==> src/rtl/esd_pkg.sv <==
// ----------------------------------------------------------------------------
// esd_pkg: shared types and constants of the escape sequence decoder
// Result codes, decoder modes, character codes and the result record.
// ----------------------------------------------------------------------------
`default_nettype none

package esd_pkg;

    // Result status codes carried on the output channel.
    typedef enum logic [1:0] {
        ST_BYTE  = 2'd0,
        ST_END   = 2'd1,
        ST_ERROR = 2'd2
    } status_t;

    // Decoder modes.
    typedef enum logic [2:0] {
        MODE_NORMAL    = 3'd0,
        MODE_CARET     = 3'd1,
        MODE_BSLASH    = 3'd2,
        MODE_OCT_FIRST = 3'd3,
        MODE_OCT       = 3'd4,
        MODE_HEX_FIRST = 3'd5,
        MODE_HEX       = 3'd6,
        MODE_DISCARD   = 3'd7
    } mode_t;

    // One result item.
    typedef struct packed {
        logic [7:0] out_byte;
        logic [1:0] status;
        logic [7:0] length;
        logic       last;
    } result_t;

    // Character codes.
    localparam logic [7:0] CH_NUL    = 8'h00;
    localparam logic [7:0] CH_CARET  = 8'h5e;
    localparam logic [7:0] CH_BSLASH = 8'h5c;
    localparam logic [7:0] CH_ZERO   = 8'h30;
    localparam logic [7:0] CH_SEVEN  = 8'h37;
    localparam logic [7:0] CH_NINE   = 8'h39;
    localparam logic [7:0] CH_ESC    = 8'h1b;
    localparam logic [7:0] CH_BS     = 8'h08;
    localparam logic [7:0] CH_CR     = 8'h0d;
    localparam logic [7:0] CH_LF     = 8'h0a;
    localparam logic [7:0] CH_FF     = 8'h0c;
    localparam logic [7:0] CH_SPACE  = 8'h20;
    localparam logic [7:0] CH_TAB    = 8'h09;
    localparam logic [7:0] CH_VT     = 8'h0b;
    localparam logic [7:0] CTRL_MASK = 8'h1f;
    localparam logic [7:0] BYTE_MAX  = 8'hff;

endpackage

`default_nettype wire

==> src/rtl/esd_in_if.sv <==
// ----------------------------------------------------------------------------
// esd_in_if: source character channel
// Valid/ready channel that carries one source byte per transaction.
// ----------------------------------------------------------------------------
`default_nettype none

interface esd_in_if;
    logic       valid;
    logic       ready;
    logic [7:0] in_byte;

    modport source (output valid, output in_byte, input ready);
    modport sink   (input valid, input in_byte, output ready);
endinterface

`default_nettype wire

==> src/rtl/esd_out_if.sv <==
// ----------------------------------------------------------------------------
// esd_out_if: decoded result channel
// Valid/ready channel that carries one decoded result per transaction.
// ----------------------------------------------------------------------------
`default_nettype none

interface esd_out_if;
    logic       valid;
    logic       ready;
    logic [7:0] out_byte;
    logic [1:0] status;
    logic [7:0] length;
    logic       last;

    modport source (output valid, output out_byte, output status, output length,
                    output last, input ready);
    modport sink   (input valid, input out_byte, input status, input length,
                    input last, output ready);
endinterface

`default_nettype wire

==> src/rtl/escape_sequence_decoder_top.sv <==
// ----------------------------------------------------------------------------
// escape_sequence_decoder_top: caret and backslash escape decoder
// Decodes a zero-terminated character stream into bytes and end/error status.
// ----------------------------------------------------------------------------
// Usage:
//   in_ch carries one source byte per transaction; a zero byte ends a string.
//   out_ch carries results: a decoded byte (status 0), an end of string with
//   the saturated length (status 1) or a bad escape (status 2). The flag last
//   marks the final result caused by one source byte; a byte may cause none,
//   one or two results.
//   A byte accepted on in_ch sits in the input register, is decoded into
//   the result queue once the queue can take two results, and its first
//   result is offered on out_ch from then on.
//   Throughput: one byte per cycle while out_ch takes one result per cycle
//   and the queue keeps room for two results. A byte that causes two
//   results leaves one extra result in the queue. The four-entry result
//   queue absorbs one such byte; beyond that the input pauses for each one.
//   When out_ch stalls, up to four results wait in the queue and one byte in
//   the input register; in_ch.ready drops once the queue cannot take two.
//   Reset returns the decoder to normal mode with an empty queue, a cleared
//   accumulator and a zero byte count.
// ----------------------------------------------------------------------------
`default_nettype none

module escape_sequence_decoder_top (
    input  wire        clk,
    input  wire        rst_n,
    esd_in_if.sink     in_ch,
    esd_out_if.source  out_ch
);

    localparam int QDEPTH = 4;
    localparam int QAW    = $clog2(QDEPTH);

    // Decoder state.
    esd_pkg::mode_t mode_reg, mode_next;
    logic [7:0] acc_reg, acc_next;
    logic [1:0] dcnt_reg, dcnt_next;
    logic [7:0] bcnt_reg, bcnt_next;

    // Input register.
    logic       stg_valid_reg;
    logic [7:0] stg_byte_reg;
    logic       stg_move;

    // Result queue.
    esd_pkg::result_t q_mem [QDEPTH];
    logic [QAW-1:0]   wr_ptr_reg;
    logic [QAW-1:0]   rd_ptr_reg;
    logic [QAW:0]     count_reg;
    logic             q_pop;

    // Decode outputs.
    esd_pkg::result_t res [2];
    logic [1:0]       n_res;
    logic             do_normal;
    logic [4:0]       hex_dec;
    logic [2:0]       dcnt_inc;
    logic [7:0]       oct_sum;
    logic [7:0]       hex_sum;
    logic             is_dig09;
    logic             is_oct;
    logic [7:0]       c;

    // Hex digit decode: bit 4 flags a valid digit, bits 3:0 hold its value.
    function automatic logic [4:0] hex_decode(input logic [7:0] ch);
        logic [4:0] r;
        r = 5'd0;
        if (ch >= 8'h30 && ch <= 8'h39)
        begin
            r = {1'b1, ch[3:0]};
        end
        else if ((ch >= 8'h61 && ch <= 8'h66) || (ch >= 8'h41 && ch <= 8'h46))
        begin
            r = {1'b1, ch[3:0] + 4'd9};
        end
        return r;
    endfunction

    function automatic logic [7:0] sat_inc(input logic [7:0] v);
        return (v == esd_pkg::BYTE_MAX) ? v : v + 8'd1;
    endfunction

    assign c        = stg_byte_reg;
    assign is_dig09 = (c >= esd_pkg::CH_ZERO) && (c <= esd_pkg::CH_NINE);
    assign is_oct   = (c >= esd_pkg::CH_ZERO) && (c <= esd_pkg::CH_SEVEN);
    assign hex_dec  = hex_decode(c);
    assign dcnt_inc = {1'b0, dcnt_reg} + 3'd1;
    assign oct_sum  = {acc_reg[4:0], 3'b000} + {5'd0, c[2:0]};
    assign hex_sum  = {acc_reg[3:0], hex_dec[3:0]};

    // Handshake control: decode only when the queue can take two results.
    assign stg_move     = stg_valid_reg && (count_reg <= (QAW+1)'(QDEPTH - 2));
    assign in_ch.ready  = !stg_valid_reg || stg_move;
    assign q_pop        = out_ch.valid && out_ch.ready;

    // Decode one byte into up to two results and the next state.
    always_comb
    begin
        mode_next = mode_reg;
        acc_next  = acc_reg;
        dcnt_next = dcnt_reg;
        bcnt_next = bcnt_reg;
        do_normal = 1'b0;
        n_res     = 2'd0;
        res[0]    = '0;
        res[1]    = '0;

        unique case (mode_reg)
            esd_pkg::MODE_CARET:
            begin
                if (c == esd_pkg::CH_NUL)
                begin
                    res[0]    = '{8'd0, esd_pkg::ST_ERROR, 8'd0, 1'b0};
                    n_res     = 2'd1;
                    bcnt_next = 8'd0;
                    acc_next  = 8'd0;
                    dcnt_next = 2'd0;
                    mode_next = esd_pkg::MODE_NORMAL;
                end
                else
                begin
                    res[0] = '{(c == esd_pkg::CH_CARET) ? c : (c & esd_pkg::CTRL_MASK),
                               esd_pkg::ST_BYTE, 8'd0, 1'b0};
                    n_res     = 2'd1;
                    bcnt_next = sat_inc(bcnt_reg);
                    mode_next = esd_pkg::MODE_NORMAL;
                end
            end
            esd_pkg::MODE_BSLASH:
            begin
                mode_next = esd_pkg::MODE_NORMAL;
                n_res     = 2'd1;
                bcnt_next = sat_inc(bcnt_reg);
                res[0]    = '{c, esd_pkg::ST_BYTE, 8'd0, 1'b0};
                unique case (c)
                    esd_pkg::CH_NUL:
                    begin
                        res[0]    = '{8'd0, esd_pkg::ST_ERROR, 8'd0, 1'b0};
                        bcnt_next = 8'd0;
                        acc_next  = 8'd0;
                        dcnt_next = 2'd0;
                    end
                    8'h65, 8'h45: res[0].out_byte = esd_pkg::CH_ESC;
                    8'h62, 8'h42: res[0].out_byte = esd_pkg::CH_BS;
                    8'h72, 8'h52: res[0].out_byte = esd_pkg::CH_CR;
                    8'h6e, 8'h4e: res[0].out_byte = esd_pkg::CH_LF;
                    8'h66, 8'h46: res[0].out_byte = esd_pkg::CH_FF;
                    8'h73, 8'h53: res[0].out_byte = esd_pkg::CH_SPACE;
                    8'h74, 8'h54: res[0].out_byte = esd_pkg::CH_TAB;
                    8'h76, 8'h56: res[0].out_byte = esd_pkg::CH_VT;
                    esd_pkg::CH_ZERO:
                    begin
                        n_res     = 2'd0;
                        bcnt_next = bcnt_reg;
                        acc_next  = 8'd0;
                        dcnt_next = 2'd0;
                        mode_next = esd_pkg::MODE_OCT_FIRST;
                    end
                    8'h78, 8'h58:
                    begin
                        n_res     = 2'd0;
                        bcnt_next = bcnt_reg;
                        acc_next  = 8'd0;
                        dcnt_next = 2'd0;
                        mode_next = esd_pkg::MODE_HEX_FIRST;
                    end
                    default: ;
                endcase
            end
            esd_pkg::MODE_OCT_FIRST, esd_pkg::MODE_OCT:
            begin
                priority if (mode_reg == esd_pkg::MODE_OCT_FIRST && !is_dig09)
                begin
                    res[0]    = '{8'd0, esd_pkg::ST_ERROR, 8'd0, 1'b0};
                    n_res     = 2'd1;
                    bcnt_next = 8'd0;
                    acc_next  = 8'd0;
                    dcnt_next = 2'd0;
                    mode_next = (c == esd_pkg::CH_NUL) ? esd_pkg::MODE_NORMAL
                                                       : esd_pkg::MODE_DISCARD;
                end
                else if (is_oct)
                begin
                    if (dcnt_inc >= 3'd3)
                    begin
                        res[0]    = '{oct_sum, esd_pkg::ST_BYTE, 8'd0, 1'b0};
                        n_res     = 2'd1;
                        bcnt_next = sat_inc(bcnt_reg);
                        acc_next  = 8'd0;
                        dcnt_next = 2'd0;
                        mode_next = esd_pkg::MODE_NORMAL;
                    end
                    else
                    begin
                        acc_next  = oct_sum;
                        dcnt_next = dcnt_inc[1:0];
                        mode_next = esd_pkg::MODE_OCT;
                    end
                end
                else
                begin
                    // Run ended by another character: flush, then handle it.
                    res[0]    = '{acc_reg, esd_pkg::ST_BYTE, 8'd0, 1'b0};
                    n_res     = 2'd1;
                    bcnt_next = sat_inc(bcnt_reg);
                    acc_next  = 8'd0;
                    dcnt_next = 2'd0;
                    mode_next = esd_pkg::MODE_NORMAL;
                    do_normal = 1'b1;
                end
            end
            esd_pkg::MODE_HEX_FIRST, esd_pkg::MODE_HEX:
            begin
                priority if (mode_reg == esd_pkg::MODE_HEX_FIRST && !hex_dec[4])
                begin
                    res[0]    = '{8'd0, esd_pkg::ST_ERROR, 8'd0, 1'b0};
                    n_res     = 2'd1;
                    bcnt_next = 8'd0;
                    acc_next  = 8'd0;
                    dcnt_next = 2'd0;
                    mode_next = (c == esd_pkg::CH_NUL) ? esd_pkg::MODE_NORMAL
                                                       : esd_pkg::MODE_DISCARD;
                end
                else if (hex_dec[4])
                begin
                    if (dcnt_inc >= 3'd2)
                    begin
                        res[0]    = '{hex_sum, esd_pkg::ST_BYTE, 8'd0, 1'b0};
                        n_res     = 2'd1;
                        bcnt_next = sat_inc(bcnt_reg);
                        acc_next  = 8'd0;
                        dcnt_next = 2'd0;
                        mode_next = esd_pkg::MODE_NORMAL;
                    end
                    else
                    begin
                        acc_next  = hex_sum;
                        dcnt_next = dcnt_inc[1:0];
                        mode_next = esd_pkg::MODE_HEX;
                    end
                end
                else
                begin
                    res[0]    = '{acc_reg, esd_pkg::ST_BYTE, 8'd0, 1'b0};
                    n_res     = 2'd1;
                    bcnt_next = sat_inc(bcnt_reg);
                    acc_next  = 8'd0;
                    dcnt_next = 2'd0;
                    mode_next = esd_pkg::MODE_NORMAL;
                    do_normal = 1'b1;
                end
            end
            esd_pkg::MODE_DISCARD:
            begin
                if (c == esd_pkg::CH_NUL)
                begin
                    mode_next = esd_pkg::MODE_NORMAL;
                    bcnt_next = 8'd0;
                end
            end
            esd_pkg::MODE_NORMAL:
            begin
                do_normal = 1'b1;
            end
        endcase

        // Normal-mode handling, also used after a run is flushed.
        if (do_normal)
        begin
            priority if (c == esd_pkg::CH_NUL)
            begin
                res[n_res[0]] = '{8'd0, esd_pkg::ST_END, bcnt_next, 1'b0};
                n_res         = n_res + 2'd1;
                bcnt_next     = 8'd0;
                mode_next     = esd_pkg::MODE_NORMAL;
            end
            else if (c == esd_pkg::CH_CARET)
            begin
                mode_next = esd_pkg::MODE_CARET;
            end
            else if (c == esd_pkg::CH_BSLASH)
            begin
                mode_next = esd_pkg::MODE_BSLASH;
            end
            else
            begin
                res[n_res[0]] = '{c, esd_pkg::ST_BYTE, 8'd0, 1'b0};
                n_res         = n_res + 2'd1;
                bcnt_next     = sat_inc(bcnt_next);
                mode_next     = esd_pkg::MODE_NORMAL;
            end
        end

        // Mark the final result of this byte.
        if (n_res == 2'd2)
        begin
            res[1].last = 1'b1;
        end
        else if (n_res == 2'd1)
        begin
            res[0].last = 1'b1;
        end
    end

    // Input register and decoder state.
    always_ff @(posedge clk or negedge rst_n)
    begin
        if (!rst_n)
        begin
            stg_valid_reg <= 1'b0;
            mode_reg      <= esd_pkg::MODE_NORMAL;
            acc_reg       <= 8'd0;
            dcnt_reg      <= 2'd0;
            bcnt_reg      <= 8'd0;
        end
        else
        begin
            if (in_ch.ready)
            begin
                stg_valid_reg <= in_ch.valid;
            end
            if (stg_move)
            begin
                mode_reg <= mode_next;
                acc_reg  <= acc_next;
                dcnt_reg <= dcnt_next;
                bcnt_reg <= bcnt_next;
            end
        end
    end

    always_ff @(posedge clk)
    begin
        if (in_ch.ready && in_ch.valid)
        begin
            stg_byte_reg <= in_ch.in_byte;
        end
    end

    // Result queue pointers and fill count.
    always_ff @(posedge clk or negedge rst_n)
    begin
        if (!rst_n)
        begin
            wr_ptr_reg <= '0;
            rd_ptr_reg <= '0;
            count_reg  <= '0;
        end
        else
        begin
            if (stg_move)
            begin
                wr_ptr_reg <= wr_ptr_reg + n_res[QAW-1:0];
            end
            if (q_pop)
            begin
                rd_ptr_reg <= rd_ptr_reg + {{(QAW-1){1'b0}}, 1'b1};
            end
            count_reg <= count_reg + (stg_move ? {{(QAW-1){1'b0}}, n_res} : '0)
                         - {{QAW{1'b0}}, q_pop};
        end
    end

    // Result queue storage.
    always_ff @(posedge clk)
    begin
        if (stg_move && n_res != 2'd0)
        begin
            q_mem[wr_ptr_reg] <= res[0];
        end
        if (stg_move && n_res == 2'd2)
        begin
            q_mem[wr_ptr_reg + {{(QAW-1){1'b0}}, 1'b1}] <= res[1];
        end
    end

    // Output channel.
    assign out_ch.valid    = (count_reg != '0);
    assign out_ch.out_byte = q_mem[rd_ptr_reg].out_byte;
    assign out_ch.status   = q_mem[rd_ptr_reg].status;
    assign out_ch.length   = q_mem[rd_ptr_reg].length;
    assign out_ch.last     = q_mem[rd_ptr_reg].last;

endmodule

`default_nettype wire

==> src/flat_wrapper.sv <==
// flat-port wrapper written by rule: the top's interface ports become plain ports
module escape_sequence_decoder_top_flat 
  (clk, rst_n, in_ch_valid, in_ch_in_byte, in_ch_ready, out_ch_valid, out_ch_out_byte, out_ch_status, out_ch_length, out_ch_last, out_ch_ready);
  esd_in_if in_ch_i ();
  esd_out_if out_ch_i ();
  input  wire clk;
  input  wire rst_n;
  input wire logic [$bits(in_ch_i.valid)-1:0] in_ch_valid;
  input wire logic [$bits(in_ch_i.in_byte)-1:0] in_ch_in_byte;
  output wire logic [$bits(in_ch_i.ready)-1:0] in_ch_ready;
  output wire logic [$bits(out_ch_i.valid)-1:0] out_ch_valid;
  output wire logic [$bits(out_ch_i.out_byte)-1:0] out_ch_out_byte;
  output wire logic [$bits(out_ch_i.status)-1:0] out_ch_status;
  output wire logic [$bits(out_ch_i.length)-1:0] out_ch_length;
  output wire logic [$bits(out_ch_i.last)-1:0] out_ch_last;
  input wire logic [$bits(out_ch_i.ready)-1:0] out_ch_ready;
  assign in_ch_i.valid = in_ch_valid;
  assign in_ch_i.in_byte = in_ch_in_byte;
  assign in_ch_ready = in_ch_i.ready;
  assign out_ch_valid = out_ch_i.valid;
  assign out_ch_out_byte = out_ch_i.out_byte;
  assign out_ch_status = out_ch_i.status;
  assign out_ch_length = out_ch_i.length;
  assign out_ch_last = out_ch_i.last;
  assign out_ch_i.ready = out_ch_ready;
  escape_sequence_decoder_top u_core (.clk(clk), .rst_n(rst_n), .in_ch(in_ch_i), .out_ch(out_ch_i));
endmodule
==> config.mk <==
export PLATFORM = sky130hd
export DESIGN_NAME = escape_sequence_decoder_top_flat
export DESIGN_NICKNAME = d
export VERILOG_FILES = /design/src/rtl/esd_pkg.sv /design/src/rtl/esd_in_if.sv /design/src/rtl/esd_out_if.sv /design/src/rtl/escape_sequence_decoder_top.sv /design/src/flat_wrapper.sv
export SDC_FILE = /design/constraint.sdc
export NUM_CORES = 1
export LEC_CHECK = 0
export BUFFER_PORTS_ARGS = -buffer_cell sky130_fd_sc_hd__buf_2
export CAP_MARGIN = 5
export CELL_PAD_IN_SITES_DETAIL_PLACEMENT = 2
export CELL_PAD_IN_SITES_GLOBAL_PLACEMENT = 2
export CORE_ASPECT_RATIO = 0.9
export CORE_MARGIN = 2
export CORE_UTILIZATION = 30
export DETAILED_ROUTE_END_ITERATION = 6
export HOLD_SLACK_MARGIN = 0.08
export PLACE_DENSITY_LB_ADDON = 0.1
export SKIP_LAST_GASP = 1
export SYNTH_ARGS = -nofsm -noshare
export SYNTH_HDL_FRONTEND = slang
export SYNTH_SLANG_ARGS = --single-unit
==> constraint.sdc <==
create_clock -name clk -period 6 [get_ports clk]
set_input_delay 0.9 -clock clk [delete_from_list [all_inputs] [get_ports clk]]
set_output_delay 0.9 -clock clk [all_outputs]
set_load 0.01 [all_outputs]
After elaboration in Yosys (flattened, before gate mapping):

Memories as Yosys holds them, arrays and structs flattened.
Index checks and enable logic that the tools add are counted.

* output and inout port bits: 21
* memories kept: 1
* latch bits: 0
* ROM bits: 0
* input bits: 12
* bits in writable memories: 76
* register bits: 37
* logic and storage cells: 201

Memories
* u_core.q_mem: depth 4, width 19, read ports 1, clocked after Yosys merged registers in 0, write ports 2, line escape_sequence_decoder_top.sv:47 `esd_pkg::result_t q_mem [QDEPTH];`

* order comparisons: 12
* equal/unequal tests: 35
* multiplexer cells: 94
* bitwise gates (word level): 1
* multiply operators: 0
* add/subtract/negate cells: 11
* shift operators: 0
* reductions and logical operators: 38
* divide/modulo/power cells: 0

Operators by type and width (number)
* two-way mux 8 bit: 23
* == test 8 x 7 -> 1 bit, second input constant: 20
* two-way mux 19 bit: 8
* two-way mux 38 bit: 4
* bitwise mux 38 bit: 2
* one-hot mux 19 bit (4 select lines): 1
* one-hot mux 8 bit (9 select lines): 1
* one-hot mux 8 bit (5 select lines): 1
* two-way mux 3 bit: 11
* two-way mux 2 bit: 16
* one-hot mux 8 bit (4 select lines): 1
* OR reduction 2 bit: 11
* demux 19 bit (select 1 bit): 1
* adder 8 x 1 -> 8 bit, second input constant: 2
* == test 8 bit, second input constant: 2
* greater-or-equal comparator 8 x 7 -> 1 bit, second input constant: 2
* <= comparator 8 x 6 -> 1 bit, second input constant: 2
* <= comparator 8 x 7 -> 1 bit, second input constant: 2
* two-way mux 1 bit: 16
* one-hot mux 2 bit (4 select lines): 2
* one-hot mux 8 bit (2 select lines): 1
* one-hot mux 3 bit (5 select lines): 1
* == test 3 bit, second input constant: 4
* logical AND 1 bit: 12
* 37 further kinds: 45

Depth between registers and ports, before layout:

Gate-level depths: netlist (run 1).

* word-level depth: 21
* depth in mapped cells: 20
* depth with buffers taken out: 17

Worst setup path before layout (run 1):

No wires, ideal clock.

* path kind: reg-to-reg
* start point: register u_core.stg_byte_reg[0], in the netlist u_core.c[0]
* end point: memory u_core.q_mem[1][0] (netlist name), enable pin
* arrival time: 5.450 ns
* path slack: 0.099 ns
* cell stages (with the launch flop): 15
* required time: 5.550 ns
* clock period less this slack: 5.901 ns
* buffers on the path: 3
* library setup time: 0.450 ns
* cells stage by stage: edfxtp_1 clkbuf_1 inv_1 ha_1 or4b_1 o2111a_2 o2bb2ai_4 o211ai_1 a221o_1 clkbuf_1 clkbuf_1 ha_1 nand2_1 a21oi_1 nor4b_1

RTL lines
* start: declaration: line escape_sequence_decoder_top.sv:43 `logic [7:0] stg_byte_reg;`
* start signal: assignment: line escape_sequence_decoder_top.sv:337 `stg_byte_reg <= in_ch.in_byte;`
* end: declaration: line escape_sequence_decoder_top.sv:47

Worst setup path after layout (run 1):

* start point: register u_core.stg_byte_reg[1], in the netlist u_core.c[1]
* end point: register u_core.bcnt_reg[5]

* word-level cells in the longest chain between the ends: 15
* elaborated cells between the ends (all ways): 45
* those cells by class: add/sub: 1; order compare: 7; eq/ne: 6; mux: 20; reduce/logical: 11

RTL lines
* greater-or-equal comparator 8 x 7 -> 1 bit or <= comparator 8 x 7 -> 1 bit (tied branches): line escape_sequence_decoder_top.sv:73 `else if ((ch >= 8'h61 && ch <= 8'h66) || (ch >= 8'h41 && ch <= 8'h46))`
* logical AND 1 bit: line escape_sequence_decoder_top.sv:73
* logical OR 1 bit: line escape_sequence_decoder_top.sv:73
* two-way mux 5 bit: line escape_sequence_decoder_top.sv:73
* two-way mux 5 bit: line escape_sequence_decoder_top.sv:69 `if (ch >= 8'h30 && ch <= 8'h39)`
* zero test 1 bit: line escape_sequence_decoder_top.sv:215 `priority if (mode_reg == esd_pkg::MODE_HEX_FIRST && !hex_dec[4])`
* logical AND 1 bit: line escape_sequence_decoder_top.sv:215
* two-way mux 8 bit: line escape_sequence_decoder_top.sv:215
* one-hot mux 8 bit (5 select lines): line escape_sequence_decoder_top.sv:109 `unique case (mode_reg)`
* adder 8 x 1 -> 8 bit or == test 8 bit (tied branches): line escape_sequence_decoder_top.sv:81 `return (v == esd_pkg::BYTE_MAX) ? v : v + 8'd1;`
* two-way mux 8 bit: line escape_sequence_decoder_top.sv:81
* two-way mux 8 bit: line escape_sequence_decoder_top.sv:282 `else if (c == esd_pkg::CH_BSLASH)`
* two-way mux 8 bit: line escape_sequence_decoder_top.sv:278 `else if (c == esd_pkg::CH_CARET)`
* two-way mux 8 bit: line escape_sequence_decoder_top.sv:271 `priority if (c == esd_pkg::CH_NUL)`
* two-way mux 8 bit (*): line escape_sequence_decoder_top.sv:269 `if (do_normal)`
* end signal: assignment: line escape_sequence_decoder_top.sv:328 `bcnt_reg <= bcnt_next;`
* end: declaration: line escape_sequence_decoder_top.sv:39 `logic [7:0] bcnt_reg, bcnt_next;`

Mark *: on every way between the ends. The rest lies on a longest branch, timed or not.
A chain may end at the register's enable or synchronous reset.

==> results.cfg, run 1 <==
[run_status]
status = complete, no violations

[grt]
grt_util_met1_pct = 30.2
grt_usage_pct = 21.0
grt_antenna_before_repair = 0
grtUsageMet2_pct = 33.8
grt_pass1_wl_um = 41100
grt_max_degree = 34
grt_pass1_vias = 6565
gr-total-overflow = 0
busiest_layer = met2
grt_use_met3_pct = 2.68

[sta]
skew_ns = 0.0151
period_minus_slack_ns = 4.80
relSlewSlack_pct = 27.4
tightestPinTransition_ns = 1.09
rsz0062_at_grt = no
fin_ws_ns = 1.20
final-max-slew-violation-count = 0
hold_viol = 0
fin_crit_sh_pct = 80.0
final.setup.tns_ns = 0
setup_viol = 0
fmax_mhz = 208

[final_layout]
largest_reg_flops = 76
final_cells = 1054
antenna_cells = 0
fin_area_um2 = 8350
seq_area_um2 = 3250
fin_nets = 762
nFillCells = 2631
top_register = u_core.q_mem
drive_gt1_share_pct = 18.6
area_growth_pct = 14.3
multiInputGateArea_um2 = 3750

[setup_path]
path_common_cell = inv_1
critPathLaunch = u_core.c[1]
path_class = reg -> reg
crit_arrival_ns = 5.10
cp_num_cells = 17
reg2reg_to = u_core.bcnt_reg[5]
crit_chain = inv_1 -> ha_1 -> or4b_1 -> o2111a_2 -> a2bb2oi_2 -> a21oi_1 -> nand2_1 -> and3_1 -> inv_1 -> ha_1 -> inv_1 -> nor2_1 -> a2bb2oi_1 -> nor4_4 -> a21oi_4 -> a31oi_1 -> a211o_1
worst-endpoint-required_ns = 6.30
setup.worst_path.start_class = flop
r2r_start = u_core.c[1]
crit_buf_inv = 3
cp_slowest_cell = edfxtp_1
timing.critical_path.to = u_core.bcnt_reg[5]
critPathMaxFanout = 14
r2r_slack_ns = 1.20
critPathMaxStageDelay_ns = 0.63
reg2regPathDepth = 17
crit_family = compound AO/OA/AOI/OAI gates
critPathCaptureType = flop

[floorplanning]
core-area_um2 = 24100
start_util_pct = 30.4
die_h_um = 152
die_x_um = 169
ios = 33
placement_rows = 54
die_area_um2 = 25600

[routing]
vias = 6053
via_per_inst = 5.74
first_iter_violations = 429
drc_errors = 0
route.final.wire_length_um = 25800
ant_nets = 0
wire_per_inst_um = 24.5
firstDrtPassIters = 5

[logic_synthesis]
ys_warn_count = 0
syn_avg_cell_area_um2 = 10.1
synth_most_common_cell = edfxtp_1
synth_edf_count = 84
yosysTopAreaCellShare_pct = 34.5
synthCells = 723
ys_top_cells_by_area = edfxtp_1 (35%), dfrtp_1 (9.9%), mux4_2 (5.9%)
yosysSeqAreaShare_pct = 44.5
syn-num-nets = 752
async_flop_share_pct = 25.7
synth_common_cells = edfxtp_1 (84), nand2_1 (78), a21oi_1 (77)
synth_ff_type = edfxtp_1
syn_area_um2 = 7310
synth_cell_type_count = 91
ys_ff_latch = 113
synth_top_area_cell = edfxtp_1

[power]
power.leakage_uw = 0.00302
power_density_nw_per_um2 = 591
ir_worst_vdd_mv = 0.183
finalPower_uw = 4940

[job]
maxCapViolations = 0

[placed_design]
post_dp_cell_area_um2 = 7750
io_buffers = 32
place.gp.congestion = 0.871
place_ws_ns = 1.23
placed_cells = 1022
dp_hpwl_um = 18200

[clock_network]
clk_path_buf_depth = 2
post_cts_resized = 0
cts_root_buffer = clkbuf_16
cts_tree = yes
cts.sinks = 113
path_clk_slew_ns = 0.06
htree_levels = 4
cts_made_buffers = 17
cts_setup_buffers = 0
clock_latency_ns = 0.42
postCtsHoldBufs = 0

[min_path]
hold_class = reg -> reg
[cell families (layout without fill, tap and decap cells)]
kind of cell,Yosys count,in the layout,synth area share (%)
xor+xnor,10,10,1.20
buf+inv,80,103,4.52
fa+ha+maj,17,17,3.01
simple gates,242,242,17.7
compound gates,229,229,21.4
flops,113,113,44.5
mux,32,32,7.72
[worst min-delay path by stage]
stage               depth (start not counted)             endpoint                start  slack [ns]
global route                                1  u_core.count_reg[2]  u_core.count_reg[2]        0.57
CTS                                         2    u_core.acc_reg[7]    u_core.acc_reg[7]        0.51
global placement                            2    u_core.acc_reg[7]    u_core.acc_reg[7]        0.49
detailed placement                          2    u_core.acc_reg[7]    u_core.acc_reg[7]        0.50
floorplan                                   2    u_core.acc_reg[7]    u_core.acc_reg[7]        0.45
finish                                      2    u_core.acc_reg[7]    u_core.acc_reg[7]        0.52
[where the power goes]
| part | internal, uW | switching [uW] | total (uW) |
|---|---|---|---|
| Clock | 626 | 434 | 1060 |
| Combinational | 879 | 1570 | 2450 |
| Sequential | 1170 | 267 | 1440 |
[per-layer routing]
layer	routed length, um	part of all wire [%]
met2	12100	47
met4	291	1.1
met1	12700	49
met3	634	2.5
met5	0	0
[through the flow]
step | util [%] | hold slack (ns)
after floorplan | - | 0.450
after global placement | 32.2 | 0.494
after detailed placement | 32.2 | 0.498
after CTS | 34.7 | 0.514
after global routing | 34.7 | 0.570
final | 34.7 | 0.517
[final cells by class]
type	count	area share [%]
Clock buffer	17	5.09
Clock inverter	15	2.07
Inverter	21	0.944
Multi-Input combinational cell	530	44.9
Sequential cell	113	38.9
Tap cell	308	4.61
Timing Repair Buffer	50	3.54
[worst min-delay path, cell delays in order (launching register included)]
cell	delay, ns
dfrtp_1	0.36
nand2_1	0.06
o21ai_0	0.06
[cell usage in the layout (no fill, tap or decap), types with 5 or more instances in the layout]
cell type | netlist | layout
mux2i_1 | 8 | 8
a221oi_1 | 9 | 9
edfxtp_1 | 84 | 84
o32ai_1 | 5 | 5
nand3b_1 | 7 | 7
nand2b_1 | 9 | 9
buf_2 | 9 | 32
ha_1 | 16 | 16
o21ai_1 | 8 | 8
a21oi_1 | 77 | 76
and2_1 | 10 | 10
mux4_2 | 19 | 19
nor2_1 | 46 | 45
nand3_1 | 16 | 16
a211oi_1 | 11 | 11
xnor2_1 | 6 | 6
a31oi_1 | 8 | 8
inv_1 | 21 | 21
o21ai_0 | 36 | 36
a22oi_1 | 10 | 10
or3_1 | 11 | 11
nand2_1 | 78 | 78
o211ai_1 | 8 | 8
nand4_1 | 8 | 8
nor3_1 | 13 | 13
buf_4 | 1 | 18
dfrtp_1 | 29 | 29
clkbuf_16 | 0 | 17
(Power assumes the default switching activity.)
==> run 2, diff against run 1 <==
==> constraint.sdc (replaced) <==
create_clock -name clk -period 4.95 [get_ports clk]
set_input_delay 0.7425 -clock clk [delete_from_list [all_inputs] [get_ports clk]]
set_output_delay 0.7425 -clock clk [all_outputs]
set_load 0.01 [all_outputs]
==> run 2 against run 1 <==
Cell area rose by 1.9%. Routed wire length decreased by 0.21%. Global-route usage fell by 0.23 points. Cell count increased by 1.5%. Sequential cell count did not move. Via count up 1.2%. Largest power group unchanged. Non-clock buffer count rose by 16. Worst setup slack got worse by 0.74 ns. Clock-buffer cell count unchanged. First-iteration DRC count is 0.70% higher. Sequential power increased by 17%. Core utilization is 0.67 points higher.
==> results.cfg, run 2 (synthesis gave the netlist of run 1 again) <==
[final_layout]
top_register = u_core.q_mem
area_growth_pct = 16.5
mostFrequentLayoutCells = edfxtp_1 (84), nand2_1 (78), a21oi_1 (76)
antenna_cells = 0
layout_commonest_cell = edfxtp_1
fin_nets = 778
drive_gt1_share_pct = 20.3
multiInputGateArea_um2 = 3760
largest_reg_flops = 76
seq_area_um2 = 3250
nFillCells = 2601
fin_area_um2 = 8510

[clock_network]
postCtsHoldBufs = 0
cts_setup_buffers = 0
path_clk_slew_ns = 0.07
htree_levels = 4
cts_tree = yes
clock_latency_ns = 0.42
cts_root_buffer = clkbuf_16
clk_path_buf_depth = 2
cts.sinks = 113
cts_made_buffers = 17
post_cts_resized = 0

[setup_path]
crit_arrival_ns = 4.79
path_class = reg -> reg
cp_slowest_cell = or4b_1
crit_family = compound AO/OA/AOI/OAI gates
critPathCaptureType = flop
crit_buf_inv = 3
worst-endpoint-required_ns = 5.25
path_common_cell = inv_1
crit_chain = inv_1 -> ha_1 -> or4b_1 -> o2111a_2 -> a2bb2oi_2 -> a31oi_1 -> o211ai_1 -> and4_4 -> inv_1 -> ha_1 -> inv_1 -> a2bb2oi_1 -> nor4_4 -> a21oi_4 -> a31oi_1 -> a211o_1
critPathMaxStageDelay_ns = 0.53
critPathMaxFanout = 10
setup.worst_path.start_class = flop

[routing]
ant_nets = 0
drc_errors = 0
first_iter_violations = 432
via_per_inst = 5.73
firstDrtPassIters = 5
vias = 6128
route.final.wire_length_um = 25700
wire_per_inst_um = 24.1

[placed_design]
place.gp.congestion = 0.828
dp_hpwl_um = 18600
place_ws_ns = 0.520
post_dp_cell_area_um2 = 7890
io_buffers = 32

[sta]
tightestPinTransition_ns = 0.932
fmax_mhz = 223
final-max-slew-violation-count = 0
hold_viol = 0
relSlewSlack_pct = 37.9
period_minus_slack_ns = 4.49
setup_viol = 0
final.setup.tns_ns = 0
skew_ns = 0.0135
rsz0062_at_grt = no
fin_ws_ns = 0.457
fin_crit_sh_pct = 90.8

[grt]
grt_pass1_wl_um = 40700
grt_usage_pct = 20.8
grt_max_degree = 30
grt_pass1_vias = 6692
grt_antenna_before_repair = 0
gr-total-overflow = 0

[floorplanning]
core-area_um2 = 24100
ios = 33
die_h_um = 152
placement_rows = 54
start_util_pct = 30.4
die_x_um = 169
die_area_um2 = 25600

[power]
power_density_nw_per_um2 = 720
switchingPower_uw = 2750
ir_worst_vdd_mv = 0.205
power.leakage_uw = 0.00311
intPower_uw = 3380
clkPwrFrac_pct = 21.7
seq_power_share_pct = 27.4
p_comb_share_pct = 50.9
p_sw_share_pct = 44.9

[job]
maxCapViolations = 0

[run_status]
status = complete, no violations

[min_path]
hold_class = in -> async
[run 2: path summary, 6_finish.rpt]
path | endpoint | startpoint | slack, ns | depth (start not counted)
worst max register to register | u_core.bcnt_reg[5] | u_core.c[0] | 0.46 | 16
worst min-delay path | u_core.dcnt_reg[0] | rst_n | 0.43 | 1
worst min register to register | u_core.acc_reg[6] | u_core.acc_reg[6] | 0.52 | 2
worst max-delay path | u_core.bcnt_reg[5] | u_core.c[0] | 0.46 | 16
max in group asynchronous | u_core.bcnt_reg[7] | rst_n | 3.97 | 1
min in group clk | u_core.c[2] | in_ch_in_byte[2] | 0.50 | 1
[run 2: layout make-up]
cell class | count | share of cell area, %
inverters | 21 | 0.926
well taps | 308 | 4.53
clock inverters | 15 | 2.31
clock buffers | 17 | 5.00
repair buffers | 66 | 4.88
multi-input cells | 530 | 44.2
flip-flops and latches | 113 | 38.1
[run 2: per-stage QoR]
step | util [%] | instances | power (uW) | hold WS (ns)
2_1_floorplan | - | 723 | 3730 | 0.447
3_3_place_gp | 32.8 | 1038 | 4710 | 0.476
3_5_place_dp | 32.8 | 1038 | 4840 | 0.511
4_1_cts | 35.4 | 1070 | 6200 | 0.452
5_1_grt | 35.4 | 1070 | 6570 | 0.482
6_report | 35.4 | 1070 | 6130 | 0.434
[run 2: power groups by stage]
stage          combinational [uW]  sequential (uW)  clock [uW]
6_report                     3120             1680        1330
3_3_place_gp                 3030             1680           0
2_1_floorplan                2210             1520           0
4_1_cts                      3150             1690        1360
5_1_grt                      3450             1730        1400
3_5_place_dp                 3130             1700           0
[run 2: metal layers]
metal  track usage [%]  up-vias  wire length [um]  part of all wire, %
met5                 0        -                 0                    0
met4              4.11        0               216                 0.84
met3              2.55       14               687                  2.7
met2              34.7       97             12500                   49
met1              29.0     3198             12300                   48
li1                  -     2819                 -                    -
==> run 3, diff against run 2 <==
--- a/config.mk
+++ b/config.mk
@@ -11,7 +11,7 @@
 export CELL_PAD_IN_SITES_GLOBAL_PLACEMENT = 2
 export CORE_ASPECT_RATIO = 0.9
 export CORE_MARGIN = 2
-export CORE_UTILIZATION = 30
+export CORE_UTILIZATION = 40
 export DETAILED_ROUTE_END_ITERATION = 6
 export HOLD_SLACK_MARGIN = 0.08
 export PLACE_DENSITY_LB_ADDON = 0.1
==> run 3 against run 2 <==
Core utilization is 12 points higher. Cell count shrank 6.6%. Clock skew is 0.0028 ns lower.
==> results.cfg, run 3 (synthesis gave the netlist of run 1 again) <==
[setup_path]
path_class = reg -> reg
crit_family = simple AND/OR/NAND/NOR gates
worst-endpoint-required_ns = 5.06
setup.worst_path.start_class = flop
critPathMaxFanout = 16
crit_chain = nand4bb_4 -> nor4_2 -> nor3_1 -> a31o_2 -> a221o_1 -> ha_1 -> nand3b_1 -> a21oi_2 -> nand3b_1 -> a21oi_2 -> buf_4
critPathCaptureType = flop
cp_slowest_cell = edfxtp_1
crit_arrival_ns = 4.59
crit_buf_inv = 1
critPathMaxStageDelay_ns = 0.66

[clock_network]
htree_levels = 4
cts_root_buffer = clkbuf_16
path_clk_slew_ns = 0.06
cts_made_buffers = 17
postCtsHoldBufs = 0
cts_tree = yes
clk_path_buf_depth = 2
cts_setup_buffers = 0
clock_latency_ns = 0.43
cts.sinks = 113
post_cts_resized = 0

[floorplanning]
die_area_um2 = 19400
die_h_um = 132
die_x_um = 146
ios = 33
core-area_um2 = 17800
start_util_pct = 41.1
placement_rows = 46

[sta]
period_minus_slack_ns = 4.48
final-max-slew-violation-count = 0
tightestPinTransition_ns = 1.10
final.setup.tns_ns = 0
fmax_mhz = 223
hold_viol = 0
setup_viol = 0
fin_crit_sh_pct = 90.5
relSlewSlack_pct = 26.4
skew_ns = 0.0107
rsz0062_at_grt = no

[final_layout]
drive_gt1_share_pct = 19.8
top_register = u_core.q_mem
antenna_cells = 0
nFillCells = 1836
mostFrequentLayoutCells = edfxtp_1 (84), nand2_1 (78), a21oi_1 (76)
fin_nets = 776
fin_area_um2 = 8350
area_growth_pct = 14.2
largest_reg_flops = 76
layout_commonest_cell = edfxtp_1
fin_util_pct = 46.9

[job]
maxCapViolations = 0

[power]
seq_power_share_pct = 28.6
power_density_nw_per_um2 = 723
ir_worst_vdd_mv = 0.301
switchingPower_uw = 2800
p_sw_share_pct = 46.3
p_comb_share_pct = 51.5
power.leakage_uw = 0.00306
clkPwrFrac_pct = 20.0
intPower_uw = 3240

[grt]
grt_pass1_wl_um = 41500
grt_usage_pct = 28.1
grt_antenna_before_repair = 0
grt_max_degree = 34
gr-total-overflow = 0
grt_pass1_vias = 6732

[routing]
route.final.wire_length_um = 26600
vias = 6341
firstDrtPassIters = 5
drc_errors = 0
first_iter_violations = 430
wire_per_inst_um = 26.6
ant_nets = 0
via_per_inst = 6.35

[min_path]
hold_class = in -> async

[placed_design]
post_dp_cell_area_um2 = 7790
dp_hpwl_um = 18400
io_buffers = 32
place.gp.congestion = 0.891

[run_status]
status = complete, no violations
## run 3: power by group through the flow
stage / clock [uW] / combinational (uW) / sequential, uW
finish: 1200 / 3110 / 1730
global route: 1250 / 3390 / 1760
CTS: 1220 / 3090 / 1720
detailed placement: 0 / 3050 / 1730
global placement: 0 / 2900 / 1700
floorplan: 0 / 2210 / 1520
## run 3: final timing paths
check / startpoint / end / slack, ns / depth (start not counted)
worst max-delay path: u_core.c[7] / u_core.q_mem[2][17] / 0.47 / 11
worst min-delay path: rst_n / u_core.acc_reg[1] / 0.39 / 1
worst max register to register: u_core.c[7] / u_core.q_mem[2][17] / 0.47 / 11
worst min register to register: u_core.acc_reg[5] / u_core.acc_reg[5] / 0.52 / 2
max in group asynchronous: rst_n / u_core.mode_reg[0] / 4.06 / 1
min in group clk: in_ch_in_byte[1] / u_core.c[1] / 0.49 / 1
## run 3: metal layers
layer,vias up,share of wire (%),routed length [um],global-route usage [%]
met3,32,5.4,1420,4.60
met5,-,0,0,0
met4,0,1.5,408,7.77
li1,2806,-,-,-
met2,226,49,13100,46.9
met1,3277,44,11700,37.9
## run 3: per-stage QoR
step	total power (uW)	setup WS (ns)	instances	hold slack (ns)
floorplan	3730	0.000128	723	0.447
global placement	4590	0.752	968	0.474
detailed placement	4780	0.587	968	0.494
CTS	6030	0.498	999	0.415
global route	6410	0.274	999	0.444
finish	6040	0.469	999	0.391
## run 3: final cells by class
type | count | area (um^2) | area share (%)
clock buffers | 17 | 425 | 5.10
clock inverters | 14 | 131 | 1.57
inverters | 21 | 78.8 | 0.944
multi-input cells | 530 | 3760 | 45.1
flip-flops and latches | 113 | 3250 | 38.9
well taps | 240 | 300 | 3.60
repair buffers | 64 | 400 | 4.80
